==> src/rtl/fba_pkg.sv <==
// Shared types and constants for the frame bitmap allocator.
// Holds the payload structs, operation codes, sequencer states and control structs.
// It has no dependencies.
package fba_pkg;

  localparam int unsigned ADDR_W      = 32;
  localparam int unsigned COUNT_W     = 13;
  localparam int unsigned WORD_W      = 32;
  localparam int unsigned BIT_W       = 5;
  localparam int unsigned FRAME_SHIFT = 12;
  localparam int unsigned LIMIT_W     = 21;

  typedef enum logic [1:0] {
    MODE_ALLOC = 2'd0,
    MODE_FREE  = 2'd1,
    MODE_INIT  = 2'd2,
    MODE_NOP   = 2'd3
  } mode_e;

  typedef enum logic [2:0] {
    ST_CLEAR,
    ST_IDLE,
    ST_SCAN,
    ST_FREE_RD,
    ST_FREE_WR,
    ST_FILL
  } state_e;

  typedef struct packed {
    logic [1:0]        mode;
    logic [ADDR_W-1:0] frame_address;
  } fba_in_t;

  typedef struct packed {
    logic [ADDR_W-1:0]  alloc_address;
    logic               out_of_memory;
    logic [COUNT_W-1:0] free_count;
    logic [COUNT_W-1:0] used_count_out;
  } fba_out_t;

  // Status from the datapath to the sequencer.
  typedef struct packed {
    logic       accept;
    logic [1:0] mode;
    logic       free_ok;
    logic       word_full;
    logic       bit_set;
    logic       ptr_last;
    logic       pend;
    logic       pend_last;
  } fba_stat_t;

  // Controls from the sequencer to the datapath.
  typedef struct packed {
    logic busy;
    logic rd_en;
    logic wr_fill;
    logic wr_alloc;
    logic wr_free;
    logic ptr_load;
    logic ptr_inc;
    logic cnt_inc;
    logic cnt_dec;
    logic cnt_load;
    logic done;
    logic oom;
  } fba_ctrl_t;

endpackage

==> src/rtl/frame_bitmap_allocator.sv <==
// Top level of the first-fit physical frame allocator.
// Depends on fba_pkg, fba_ram, fba_word_unit and fba_seq.

// The allocator keeps one used bit per 4 KiB frame in a RAM of 32-bit words
// (NUM_FRAMES/32 words, rounded up) plus a count of used frames. A transaction
// is accepted when start is high and busy is low; every transaction returns
// exactly one result, shown for one cycle with done_o high, and the receiver
// must take it then. Allocate scans the map one word per cycle through the
// single RAM read port and stops at the first word with a free frame, or at
// the last word, which is the out-of-memory case. Reinitialize writes one
// word per cycle. Free reads the map word, then modifies and writes it back;
// a free whose address lies outside memory, and mode three, are answered
// without touching the map. After reset the block runs a clearing pass over
// the map, one word per cycle, and holds busy high meanwhile. The reserved end
// register may be written at any time the block is idle; it is sampled when a
// reinitialize transaction is accepted. Frame zero is a valid allocation and
// returns address 0 with out_of_memory low.
module frame_bitmap_allocator import fba_pkg::*; #(
  parameter int unsigned NUM_FRAMES = 4096
) (
  input  logic              clk_i,
  input  logic              rst_ni,
  input  logic              start,
  output logic              busy,
  input  fba_in_t           in_i,
  output logic              done_o,
  output fba_out_t          result_o,
  input  logic              cfg_we_i,
  input  logic [ADDR_W-1:0] cfg_wdata_i
);

  localparam int unsigned WORDS = (NUM_FRAMES + WORD_W - 1) / WORD_W;
  localparam int unsigned WAW   = (WORDS > 1) ? $clog2(WORDS) : 1;
  localparam int unsigned CNT_W = $clog2(NUM_FRAMES + 1);
  localparam logic [WAW-1:0]     LAST      = WAW'(WORDS - 1);
  localparam logic [LIMIT_W-1:0] NUM_LIMIT = LIMIT_W'(NUM_FRAMES);
  localparam logic [ADDR_W-1:0]  NUM_ADDR  = ADDR_W'(NUM_FRAMES);

  fba_ctrl_t ctrl;
  fba_stat_t stat;

  logic [ADDR_W-1:0] reserved_end_q;
  logic [WAW-1:0]    ptr_q, ptr_d;
  logic [WAW-1:0]    pend_addr_q;
  logic              pend_q;
  logic [BIT_W-1:0]  bit_q;
  logic [CNT_W-1:0]  limit_q;
  logic [CNT_W-1:0]  used_q, used_d;
  logic              done_q;
  logic [ADDR_W-1:0] res_addr_q;
  logic              res_oom_q;

  logic                    accept;
  logic [ADDR_W-FRAME_SHIFT-1:0] in_frame;
  logic                    free_ok;
  logic [WAW-1:0]          free_word;
  logic [ADDR_W:0]         ceil_sum;
  logic [LIMIT_W-1:0]      ceil_frames;
  logic [LIMIT_W-1:0]      limit_new;

  logic              ram_we;
  logic [WAW-1:0]    ram_waddr;
  logic [WORD_W-1:0] ram_wdata;
  logic [WORD_W-1:0] ram_rdata;
  logic [WORD_W-1:0] fill_word;
  logic              word_full;
  logic [BIT_W-1:0]  zero_idx;
  logic [WORD_W-1:0] alloc_word;
  logic [WORD_W-1:0] free_word_data;
  logic [ADDR_W-1:0] alloc_addr;
  logic [ADDR_W-1:0] free_cnt32;
  logic [ADDR_W-1:0] used_cnt32;

  assign accept = start && !ctrl.busy;
  assign busy   = ctrl.busy;

  // Decode of an incoming free request and of the reserved frame limit.
  assign in_frame  = in_i.frame_address[ADDR_W-1:FRAME_SHIFT];
  assign free_ok   = ({1'b0, in_frame} < NUM_LIMIT);
  assign free_word = WAW'(in_frame >> BIT_W);

  always_comb begin
    ceil_sum    = {1'b0, reserved_end_q} + (ADDR_W + 1)'((1 << FRAME_SHIFT) - 1);
    ceil_frames = ceil_sum[ADDR_W:FRAME_SHIFT];
    limit_new   = (ceil_frames > NUM_LIMIT) ? NUM_LIMIT : ceil_frames;
  end

  always_comb begin
    stat           = '0;
    stat.accept    = accept;
    stat.mode      = in_i.mode;
    stat.free_ok   = free_ok;
    stat.word_full = word_full;
    stat.bit_set   = ram_rdata[bit_q];
    stat.ptr_last  = (ptr_q == LAST);
    stat.pend      = pend_q;
    stat.pend_last = (pend_addr_q == LAST);
  end

  fba_seq u_seq (
    .clk_i  (clk_i),
    .rst_ni (rst_ni),
    .stat_i (stat),
    .ctrl_o (ctrl)
  );

  fba_word_unit #(
    .NUM_FRAMES (NUM_FRAMES)
  ) u_word_unit (
    .widx_i     (ptr_q),
    .limit_i    (limit_q),
    .rdata_i    (ram_rdata),
    .fill_o     (fill_word),
    .full_o     (word_full),
    .zero_idx_o (zero_idx)
  );

  // Map word updates: a fill pattern during clear and init, one bit set on
  // allocate, one bit cleared on free.
  assign alloc_word     = ram_rdata | (WORD_W'(1) << zero_idx);
  assign free_word_data = ram_rdata & ~(WORD_W'(1) << bit_q);

  always_comb begin
    ram_we    = ctrl.wr_fill || ctrl.wr_alloc || ctrl.wr_free;
    ram_waddr = ctrl.wr_alloc ? pend_addr_q : ptr_q;
    priority if (ctrl.wr_fill) begin
      ram_wdata = fill_word;
    end else if (ctrl.wr_alloc) begin
      ram_wdata = alloc_word;
    end else begin
      ram_wdata = free_word_data;
    end
  end

  fba_ram #(
    .WIDTH (WORD_W),
    .DEPTH (WORDS)
  ) u_map_ram (
    .clk_i   (clk_i),
    .we_i    (ram_we),
    .waddr_i (ram_waddr),
    .wdata_i (ram_wdata),
    .re_i    (ctrl.rd_en),
    .raddr_i (ptr_q),
    .rdata_o (ram_rdata)
  );

  // Word pointer: loaded on acceptance, stepped during scans and sweeps, and
  // parked on the last word.
  always_comb begin
    ptr_d = ptr_q;
    if (ctrl.ptr_load) begin
      ptr_d = (in_i.mode == MODE_FREE) ? free_word : '0;
    end else if (ctrl.ptr_inc && (ptr_q != LAST)) begin
      ptr_d = ptr_q + WAW'(1);
    end
  end

  always_comb begin
    used_d = used_q;
    priority if (ctrl.cnt_load) begin
      used_d = limit_q;
    end else if (ctrl.cnt_inc) begin
      used_d = used_q + CNT_W'(1);
    end else if (ctrl.cnt_dec) begin
      used_d = used_q - CNT_W'(1);
    end
  end

  assign alloc_addr = (ADDR_W'(pend_addr_q) << (BIT_W + FRAME_SHIFT))
                    | (ADDR_W'(zero_idx) << FRAME_SHIFT);

  always_ff @(posedge clk_i or negedge rst_ni) begin
    if (!rst_ni) begin
      reserved_end_q <= '0;
      ptr_q          <= '0;
      pend_q         <= 1'b0;
      limit_q        <= '0;
      used_q         <= '0;
      done_q         <= 1'b0;
    end else begin
      if (cfg_we_i) begin
        reserved_end_q <= cfg_wdata_i;
      end
      if (accept && in_i.mode == MODE_INIT) begin
        limit_q <= CNT_W'(limit_new);
      end
      ptr_q  <= ptr_d;
      pend_q <= ctrl.rd_en;
      used_q <= used_d;
      done_q <= ctrl.done;
    end
  end

  always_ff @(posedge clk_i) begin
    if (ctrl.rd_en) begin
      pend_addr_q <= ptr_q;
    end
    if (ctrl.ptr_load) begin
      bit_q <= in_i.frame_address[FRAME_SHIFT+BIT_W-1:FRAME_SHIFT];
    end
    if (ctrl.done) begin
      res_addr_q <= ctrl.wr_alloc ? alloc_addr : '0;
      res_oom_q  <= ctrl.oom;
    end
  end

  // The counts follow the used total, which is already updated in the
  // cycle that carries the result.
  assign free_cnt32 = NUM_ADDR - ADDR_W'(used_q);
  assign used_cnt32 = ADDR_W'(used_q);

  assign done_o                  = done_q;
  assign result_o.alloc_address  = res_addr_q;
  assign result_o.out_of_memory  = res_oom_q;
  assign result_o.free_count     = free_cnt32[COUNT_W-1:0];
  assign result_o.used_count_out = used_cnt32[COUNT_W-1:0];

  // A failed allocation never reports an address.
  a_oom_no_addr: assert property (@(posedge clk_i) disable iff (!rst_ni)
    done_o && result_o.out_of_memory |-> result_o.alloc_address == '0)
    else $error("out_of_memory result with a nonzero address");

  // The used total never exceeds the number of frames.
  a_used_bound: assert property (@(posedge clk_i) disable iff (!rst_ni)
    used_q <= CNT_W'(NUM_FRAMES))
    else $error("used frame count beyond memory size");

  // Every accepted transaction either keeps the block busy or answers at once.
  a_accept_progress: assert property (@(posedge clk_i) disable iff (!rst_ni)
    start && !busy |=> busy || done_o)
    else $error("accepted transaction neither busy nor answered");

  // A map write on allocate always raises the used count by one.
  a_alloc_count: assert property (@(posedge clk_i) disable iff (!rst_ni)
    ctrl.wr_alloc |=> used_q == $past(used_q) + CNT_W'(1))
    else $error("allocation did not bump the used count");

endmodule

==> src/rtl/fba_ram.sv <==
// Generic single-write, single-read RAM with registered read data.
// No dependencies.
module fba_ram #(
  parameter int unsigned WIDTH = 32,
  parameter int unsigned DEPTH = 128,
  localparam int unsigned AW = (DEPTH > 1) ? $clog2(DEPTH) : 1
) (
  input  logic             clk_i,
  input  logic             we_i,
  input  logic [AW-1:0]    waddr_i,
  input  logic [WIDTH-1:0] wdata_i,
  input  logic             re_i,
  input  logic [AW-1:0]    raddr_i,
  output logic [WIDTH-1:0] rdata_o
);

  logic [WIDTH-1:0] mem [DEPTH];
  logic [WIDTH-1:0] rdata_q;

  always_ff @(posedge clk_i) begin
    if (we_i) begin
      mem[waddr_i] <= wdata_i;
    end
    if (re_i) begin
      rdata_q <= mem[raddr_i];
    end
  end

  assign rdata_o = rdata_q;

endmodule

==> src/rtl/fba_word_unit.sv <==
// Word-level arithmetic for the allocator: fill pattern of one map word and the
// lowest clear bit of a word read from the map. Depends on fba_pkg.
module fba_word_unit import fba_pkg::*; #(
  parameter int unsigned NUM_FRAMES = 4096,
  localparam int unsigned WORDS = (NUM_FRAMES + WORD_W - 1) / WORD_W,
  localparam int unsigned WAW   = (WORDS > 1) ? $clog2(WORDS) : 1,
  localparam int unsigned CNT_W = $clog2(NUM_FRAMES + 1)
) (
  input  logic [WAW-1:0]    widx_i,
  input  logic [CNT_W-1:0]  limit_i,
  input  logic [WORD_W-1:0] rdata_i,
  output logic [WORD_W-1:0] fill_o,
  output logic              full_o,
  output logic [BIT_W-1:0]  zero_idx_o
);

  // Frames past the end of memory in the last word always read as used.
  localparam int unsigned REM = NUM_FRAMES - (WORDS - 1) * WORD_W;
  localparam logic [WORD_W-1:0] PAD_MASK = ~({WORD_W{1'b1}} >> (WORD_W - REM));
  localparam logic [WAW-1:0] LAST = WAW'(WORDS - 1);

  logic [LIMIT_W:0]  base;
  logic [LIMIT_W:0]  top;
  logic [LIMIT_W:0]  lim;
  logic [LIMIT_W:0]  diff;
  logic [WORD_W-1:0] pattern;

  always_comb begin
    base = (LIMIT_W + 1)'(widx_i) << BIT_W;
    top  = base + (LIMIT_W + 1)'(WORD_W);
    lim  = (LIMIT_W + 1)'(limit_i);
    diff = lim - base;
    if (lim >= top) begin
      pattern = {WORD_W{1'b1}};
    end else if (lim <= base) begin
      pattern = '0;
    end else begin
      pattern = ~({WORD_W{1'b1}} << diff[BIT_W-1:0]);
    end
    fill_o = (widx_i == LAST) ? (pattern | PAD_MASK) : pattern;
  end

  always_comb begin
    full_o     = &rdata_i;
    zero_idx_o = '0;
    for (int i = WORD_W - 1; i >= 0; i--) begin
      if (!rdata_i[i]) begin
        zero_idx_o = BIT_W'(i);
      end
    end
  end

endmodule

==> src/rtl/fba_seq.sv <==
// Sequencer of the allocator: clearing pass, word scan, free read-modify-write and init sweep.
// Depends on fba_pkg.
module fba_seq import fba_pkg::*; (
  input  logic      clk_i,
  input  logic      rst_ni,
  input  fba_stat_t stat_i,
  output fba_ctrl_t ctrl_o
);

  state_e state_q, state_d;

  always_ff @(posedge clk_i or negedge rst_ni) begin
    if (!rst_ni) begin
      state_q <= ST_CLEAR;
    end else begin
      state_q <= state_d;
    end
  end

  always_comb begin
    state_d = state_q;
    unique case (state_q)
      ST_CLEAR: begin
        if (stat_i.ptr_last) state_d = ST_IDLE;
      end
      ST_IDLE: begin
        if (stat_i.accept) begin
          unique case (stat_i.mode)
            MODE_ALLOC: state_d = ST_SCAN;
            MODE_FREE:  state_d = stat_i.free_ok ? ST_FREE_RD : ST_IDLE;
            MODE_INIT:  state_d = ST_FILL;
            default:    state_d = ST_IDLE;
          endcase
        end
      end
      ST_SCAN: begin
        if (stat_i.pend && (!stat_i.word_full || stat_i.pend_last)) state_d = ST_IDLE;
      end
      ST_FREE_RD: state_d = ST_FREE_WR;
      ST_FREE_WR: state_d = ST_IDLE;
      ST_FILL: begin
        if (stat_i.ptr_last) state_d = ST_IDLE;
      end
      default: state_d = ST_IDLE;
    endcase
  end

  always_comb begin
    ctrl_o      = '0;
    ctrl_o.busy = (state_q != ST_IDLE);
    unique case (state_q)
      ST_CLEAR: begin
        ctrl_o.wr_fill = 1'b1;
        ctrl_o.ptr_inc = 1'b1;
      end
      ST_IDLE: begin
        if (stat_i.accept) begin
          ctrl_o.ptr_load = 1'b1;
          if (stat_i.mode == MODE_NOP || (stat_i.mode == MODE_FREE && !stat_i.free_ok)) begin
            ctrl_o.done = 1'b1;
          end
        end
      end
      ST_SCAN: begin
        ctrl_o.rd_en   = 1'b1;
        ctrl_o.ptr_inc = 1'b1;
        if (stat_i.pend) begin
          if (!stat_i.word_full) begin
            ctrl_o.wr_alloc = 1'b1;
            ctrl_o.cnt_inc  = 1'b1;
            ctrl_o.done     = 1'b1;
          end else if (stat_i.pend_last) begin
            ctrl_o.done = 1'b1;
            ctrl_o.oom  = 1'b1;
          end
        end
      end
      ST_FREE_RD: begin
        ctrl_o.rd_en = 1'b1;
      end
      ST_FREE_WR: begin
        ctrl_o.done = 1'b1;
        if (stat_i.bit_set) begin
          ctrl_o.wr_free = 1'b1;
          ctrl_o.cnt_dec = 1'b1;
        end
      end
      ST_FILL: begin
        ctrl_o.wr_fill = 1'b1;
        ctrl_o.ptr_inc = 1'b1;
        if (stat_i.ptr_last) begin
          ctrl_o.cnt_load = 1'b1;
          ctrl_o.done     = 1'b1;
        end
      end
      default: ;
    endcase
  end

endmodule
==> config.mk <==
export PLATFORM = sky130hd
export DESIGN_NAME = frame_bitmap_allocator
export DESIGN_NICKNAME = d
export VERILOG_FILES = /design/src/rtl/fba_pkg.sv /design/src/rtl/frame_bitmap_allocator.sv /design/src/rtl/fba_ram.sv /design/src/rtl/fba_word_unit.sv /design/src/rtl/fba_seq.sv
export SDC_FILE = /design/constraint.sdc
export NUM_CORES = 2
export LEC_CHECK = 0
export ABC_CLOCK_PERIOD_IN_PS = 13700
export CAP_MARGIN = 20
export CORE_ASPECT_RATIO = 2
export CORE_MARGIN = 3
export CORE_UTILIZATION = 55
export CTS_CLUSTER_SIZE = 14
export DETAILED_ROUTE_END_ITERATION = 7
export DONT_BUFFER_PORTS = 1
export GPL_ROUTABILITY_DRIVEN = 1
export PLACE_DENSITY = 0.77
export SYNTH_ARGS = -nofsm -noshare
export SYNTH_HDL_FRONTEND = slang
export SYNTH_SLANG_ARGS = --single-unit
export TNS_END_PERCENT = 50
==> constraint.sdc <==
create_clock -name clk_i -period 13.7 [get_ports clk_i]
set_clock_uncertainty 0.1 [all_clocks]
set_input_delay 0 -clock clk_i [delete_from_list [all_inputs] [get_ports clk_i]]
set_output_delay 0 -clock clk_i [all_outputs]
set_load 0.02 [all_outputs]
# [After elaboration in Yosys (flattened, before gate mapping)]
# Memories as Yosys holds them, arrays and structs flattened. A register that Yosys moved wholly into a read port is not among the register bits.
# Index checks and enable logic that the tools add are counted.
[totals] romBits=0 latch_bits=0 elab_cells=142 out_inout_bits=61 n_memories=1 mem_bits_rw=4096 reg_bits=115
[mem_list] memory="u_map_ram.mem" depth=128 word_bits=32 read_ports=1 rd_clocked_by_memory_dff=1 wr=1 line="fba_ram.sv:17" source="logic [WIDTH-1:0] mem [DEPTH];"
[classes] n_lt_le_gt_ge=5 addsub=7 div=0 multipliers=0 reduce_logical=22 muxes=73 bitwise_logic=5 shifts=3 n_eq_ne=15
[ops] op="$mux 5" n=32
[ops] op="$mux 32" n=4
[ops] op="$not 32->32" n=2
[ops] op="$shl 1x5->32 const A" n=2
[ops] op="$mux 13" n=4
[ops] op="$reduce_and 34->1" n=1
[ops] op="$add 32x12->33 const B" n=1
[ops] op="$and 32x32->32" n=1
[ops] op="$or 32x32->32" n=1
[ops] op="$reduce_and 32->1" n=1
[ops] op="$shl 32x5->32 const A" n=1
[ops] op="$mux 7" n=4
[ops] op="$or 24x17->24" n=1
[ops] op="$gt 21x13->1 const B" n=1
[ops] op="$lt 20x13->1 const B" n=1
[ops] op="$mux 1" n=18
[ops] op="$eq 7x7->1 const B" n=2
[ops] op="$add 12x6->13 const B" n=1
[ops] op="$add 13x1->13 const B" n=1
[ops] op="$ge 13x13->1" n=1
[ops] op="$le 13x12->1" n=1
[ops] op="$sub 13x1->13 const B" n=1
[ops] op="$sub 13x13->13 const A" n=1
[ops] op="$pmux 3 s4" n=1
[ops] op="other kinds (27)" n=46

# [Logic depth before layout (Yosys ltp)]
[logic_depth] word_depth=36 ltp_mapped=17 depth_no_buf=13

# [Cells and area by module]
# A second synthesis with hierarchy kept.
[unflattened] cells_unflattened=6896 hier_area_um2=164400.2
[modules_own_cells] module="fba_ram" instances=1 cells_each=5990 seq_area_each_um2=123958.9 area_each_um2=156596.4
[modules_own_cells] module="frame_bitmap_allocator" instances=1 cells_each=661 seq_area_each_um2=2427.3 area_each_um2=6202.2
[modules_own_cells] module="fba_word_unit" instances=1 cells_each=203 seq_area_each_um2=0.0 area_each_um2=1277.5
[modules_own_cells] module="fba_seq" instances=1 cells_each=42 seq_area_each_um2=75.1 area_each_um2=324.1

# [Worst setup path after synthesis]
# Ideal clock, no wire load.
[synth_path] path_kind="reg-to-reg" from="register u_seq.state_q[2]" to="memory u_map_ram.mem[0][31] (data pin)" slack_ps=5291 synth_period_minus_slack_ps=8409 required_ps=12403 t_arrival_ps=7112 path_stages_with_launch=11 cell_sequence="dfrtp_1 clkbuf_1 nor3b_1 nand2_1 a31oi_1 clkinv_1 buf_2 buf_2 a21oi_1 nand3_1 o21ai_0"
[synth_via] elab_chain_cells=4 elab_cells_between_ends=8 cone_classes="eq/ne (2); mux (4); reduce/logical (2)"
[synth_rtl] element="start, declared" line="fba_seq.sv:10" source="state_e state_q, state_d;"
[synth_rtl] element="start signal, assigned" line="fba_seq.sv:16" source="state_q <= state_d;"
[synth_rtl] element="$eq 3x2->1, or another cell as far along" line="fba_seq.sv:51" source="unique case (state_q)"
[synth_rtl] element="$mux 1 or $reduce_or 2->1 (tied branches)"
[synth_rtl] element="$mux 32 or $mux 1 (tied branches)" line="frame_bitmap_allocator.sv:128, fba_seq.sv:51"
[synth_rtl] element="$mux 32 (*)" line="frame_bitmap_allocator.sv:126" source="priority if (ctrl.wr_fill) begin"
[synth_rtl] element="via ram_wdata[31]" line="frame_bitmap_allocator.sv:63" source="logic [WORD_W-1:0] ram_wdata;"
[synth_rtl] element="end, declared" line="fba_ram.sv:17"
# The timed path passes the listed nets; every way through them passes the cells marked *.

==> impl_metrics.toml <==
[power]
power_density_nw_per_um2 = 128
p_leak_nw = 55.8
p_sw_mw = 4.48
internal_power_mw = 18.8
pwr-share-clk_pct = 39.7
ir_worst_vdd_v = 0.000114
swShare_pct = 19.2
p_comb_share_pct = 0.3
seqPwrFrac_pct = 60.1

[synth]
synth_area_um2 = 164000
yosys-top-cells-area = "edfxtp_1 (76%), mux4_2 (18%), dfrtp_1 (1.1%), clkbuf_1 (0.49%), nand2_1 (0.45%)"
synth_ff_type = "edfxtp_1"
yosys_warnings = 0
postSynthCellCount = 6972
synth_top_area_cell = "edfxtp_1"
yosys_register_bits = 4223
synth_top_area_share_pct = 76.0
synthDistinctLibCells = 66
synth_edf_count = 4153
seq_area_frac_synth_pct = 77.1
syn_area_per_cell_um2 = 23.5
async_flop_share_pct = 1.66

[critical_path]
path_cells = "buf_4 > buf_4 > buf_4 > buf_4 > mux4_2 > mux4_2 > mux4_2 > o21a_1"
path_buf_inv = 4
cpPeakStageDelay_ns = 0.98
arrival_ns = 7.65
cp_top_family = "buffers and inverters"
slowest_stage = "buf_4"
crit_top_cell = "buf_4"
cp.required_ns = 14.28
crit_fanout = 72
end_kind = "register"
path_class = "reg -> reg"
startpoint_type = "register"

[status]
violations = "design-rule violations"
outcome = "finished, violations left"

[floorplan]
ioPinCount = 131
initial_core_util_pct = 55.2
die_h_um = 778
die_x_um = 392
coreArea_um2 = 297000
dieArea_um2 = 305000
num_rows = 283

[drt]
ant_nets = 0
first_pass_iters = 8
totalWireLength_um = 485000
vias = 82444
drc = 2
routedWlPerCell_um = 42.4
vias_per_cell = 7.21
drt_iter0_markers = 12584

[clocking]
cts_tree = "done"
ctsLongestPathBuffers = 4
h-tree-depth = 5
post_cts_buffers = 0
insertion_delay_ns = 0.97
cts_sinks = 4223
cts.clk_slew.worst_paths_ns = 0.07
ctsRootBufferMaster = "clkbuf_16"
cts_buffers = 352

[place]
dpl.hpwl_um = 252000
gp_congestion = 0.977
port_buffers = 0
placed_cell_area_um2 = 171000

[run]
maxCapViolCount = 0

[timing]
final.setup.tns_ns = 0
hold_ws_ns = 0.165
min_period_over_period_pct = 51.6
finalSetupViolCount = 0
finalCriticalPeriod_ns = 7.07
clock.fmax_ghz = 0.141
grt_setup_unrepaired = "false"
worst_pin_slew_ns = 1.25
finalMaxSlewViolations = 0
hold_viol = 0
relSlewSlack_pct = 16.8

[global_routing]
grt_pass1_vias = 84125
grt_pass1_wl_um = 665000
grt_usage_pct = 31.7
grt_max_degree = 125
gr-total-overflow = 0
antenna_found_initial = 59

[layout]
final_cell_mix = "edfxtp_1 (4153), mux4_2 (1320), clkbuf_16 (358)"
post-route-util_pct = 61.3
area_growth_syn_to_layout_pct = 11.0
fin_area_um2 = 182000
mostFrequentLayoutCell = "edfxtp_1"
fin_nets = 7454
layout-drive-gt1-share_pct = 29.8

[worst_hold_path]
min_path_type = "in -> reg"
[flip-flops by register name, indices dropped and copies added (netlist names), 3 cells and up]
register	cells
bit_q	5
limit_q	13
pend_addr_q	7
ptr_q	7
res_addr_q	12
reserved_end_q	32
u_map_ram.mem	4096
u_map_ram.rdata_o	32
u_seq.state_q	3
used_q	13
[stage by stage]
step / instances / power [mW] / setup WS [ns]
after CTS: 11302 / 23.3 / 6.77
final: 11429 / 23.3 / 6.63
after detailed placement: 10724 / 14.3 / 6.80
after global routing: 11413 / 23.7 / 6.32
after floorplan: 6991 / 14.3 / 5.29
after global placement: 10723 / 14.3 / 6.90
[worst paths after layout]
check,endpoint,depth (start not counted),slack (ns),start
min,reserved_end_q[25]$_DFFE_PN0P_,3,0.17,cfg_wdata_i[25]
max reg2reg,u_map_ram.rdata_o[26]$_DFFE_PP_,8,6.63,ptr_q[1]$_DFFE_PN0P_
min in group asynchronous,ptr_q[3]$_DFFE_PN0P_,4,0.23,rst_ni
max in group asynchronous,used_q[3]$_DFFE_PN0P_,4,12.92,rst_ni
max,u_map_ram.rdata_o[26]$_DFFE_PP_,8,6.63,ptr_q[1]$_DFFE_PN0P_
min reg2reg,limit_q[12]$_DFFE_PN0P_,2,0.50,reserved_end_q[24]$_DFFE_PN0P_
[kinds of logic after synthesis]
family	count (synthesis)	share of synthesized area, %
other cells	1	0.00229
xor+xnor	36	0.192
simple gates	538	1.46
fa+ha+maj	29	0.226
flops	4223	77.1
compound gates	342	1.40
mux	1383	18.5
buf+inv	420	1.10
[layer usage]
| metal | GRT usage [%] | share of wire (%) | vias to the layer above |
|---|---|---|---|
| li1 | - | - | 30536 |
| met1 | 37.1 | 30 | 43515 |
| met2 | 51.6 | 50 | 6879 |
| met3 | 5.04 | 9.4 | 1498 |
| met4 | 27.1 | 10 | 16 |
| met5 | 0 | 0.020 | - |
[synthesized netlist by cell type, types with 9 or more instances]
| library cell | number |
|---|---|
| edfxtp_1 | 4153 |
| mux4_2 | 1320 |
| clkbuf_1 | 216 |
| nand2_1 | 196 |
| nor2_1 | 174 |
| buf_2 | 119 |
| o21ai_0 | 100 |
| dfrtp_1 | 70 |
| a21oi_1 | 45 |
| o21a_1 | 41 |
| nand3_1 | 40 |
| buf_1 | 36 |
| a32oi_1 | 34 |
| mux2i_1 | 32 |
| mux2_2 | 31 |
| ha_1 | 28 |
| inv_1 | 24 |
| nor3_1 | 24 |
| buf_4 | 22 |
| xnor2_1 | 22 |
| a31oi_1 | 21 |
| nand4_1 | 17 |
| and2_1 | 16 |
| nand2b_1 | 15 |
| a21o_1 | 14 |
| xor2_1 | 14 |
| nor4_1 | 13 |
| a22oi_1 | 12 |
| o311ai_0 | 9 |
[layout make-up]
class                      instances  area (um2)
sequential                      4223      126000
fill                           18713      115000
multi-input combinational       2348       37200
clock buffer                     419        9190
tap                             3847        4810
timing repair buffer             403        3590
clock inverter                    45         477
antenna                          117         293
inverter                          27         114
[worst register-to-register path, cell delays in order, from the launching register on]
cell and delay [ns]:
dfrtp_4 0.85, buf_4 0.83, buf_4 0.88, buf_4 1.01, buf_4 1.01, mux4_2 0.57
mux4_2 0.71, mux4_2 0.62, o21a_1 0.21
[power by group through the flow]
stage	clock network (mW)	registers, mW	logic (mW)
floorplan	0	14.3	0.0261
global placement	0	14.3	0.0220
detailed placement	0	14.3	0.0226
CTS	9.29	14.0	0.0621
global route	9.70	14.0	0.0701
finish	9.23	14.0	0.0660
[what timing repair did]
| item | in CTS | in global routing |
|---|---|---|
| gates resized for setup | 0 | 0 |
| endpoints found under the hold margin | 149 | 0 |
| hold buffers | 114 | 0 |
No activity file was read; power rests on OpenSTA's default activity.
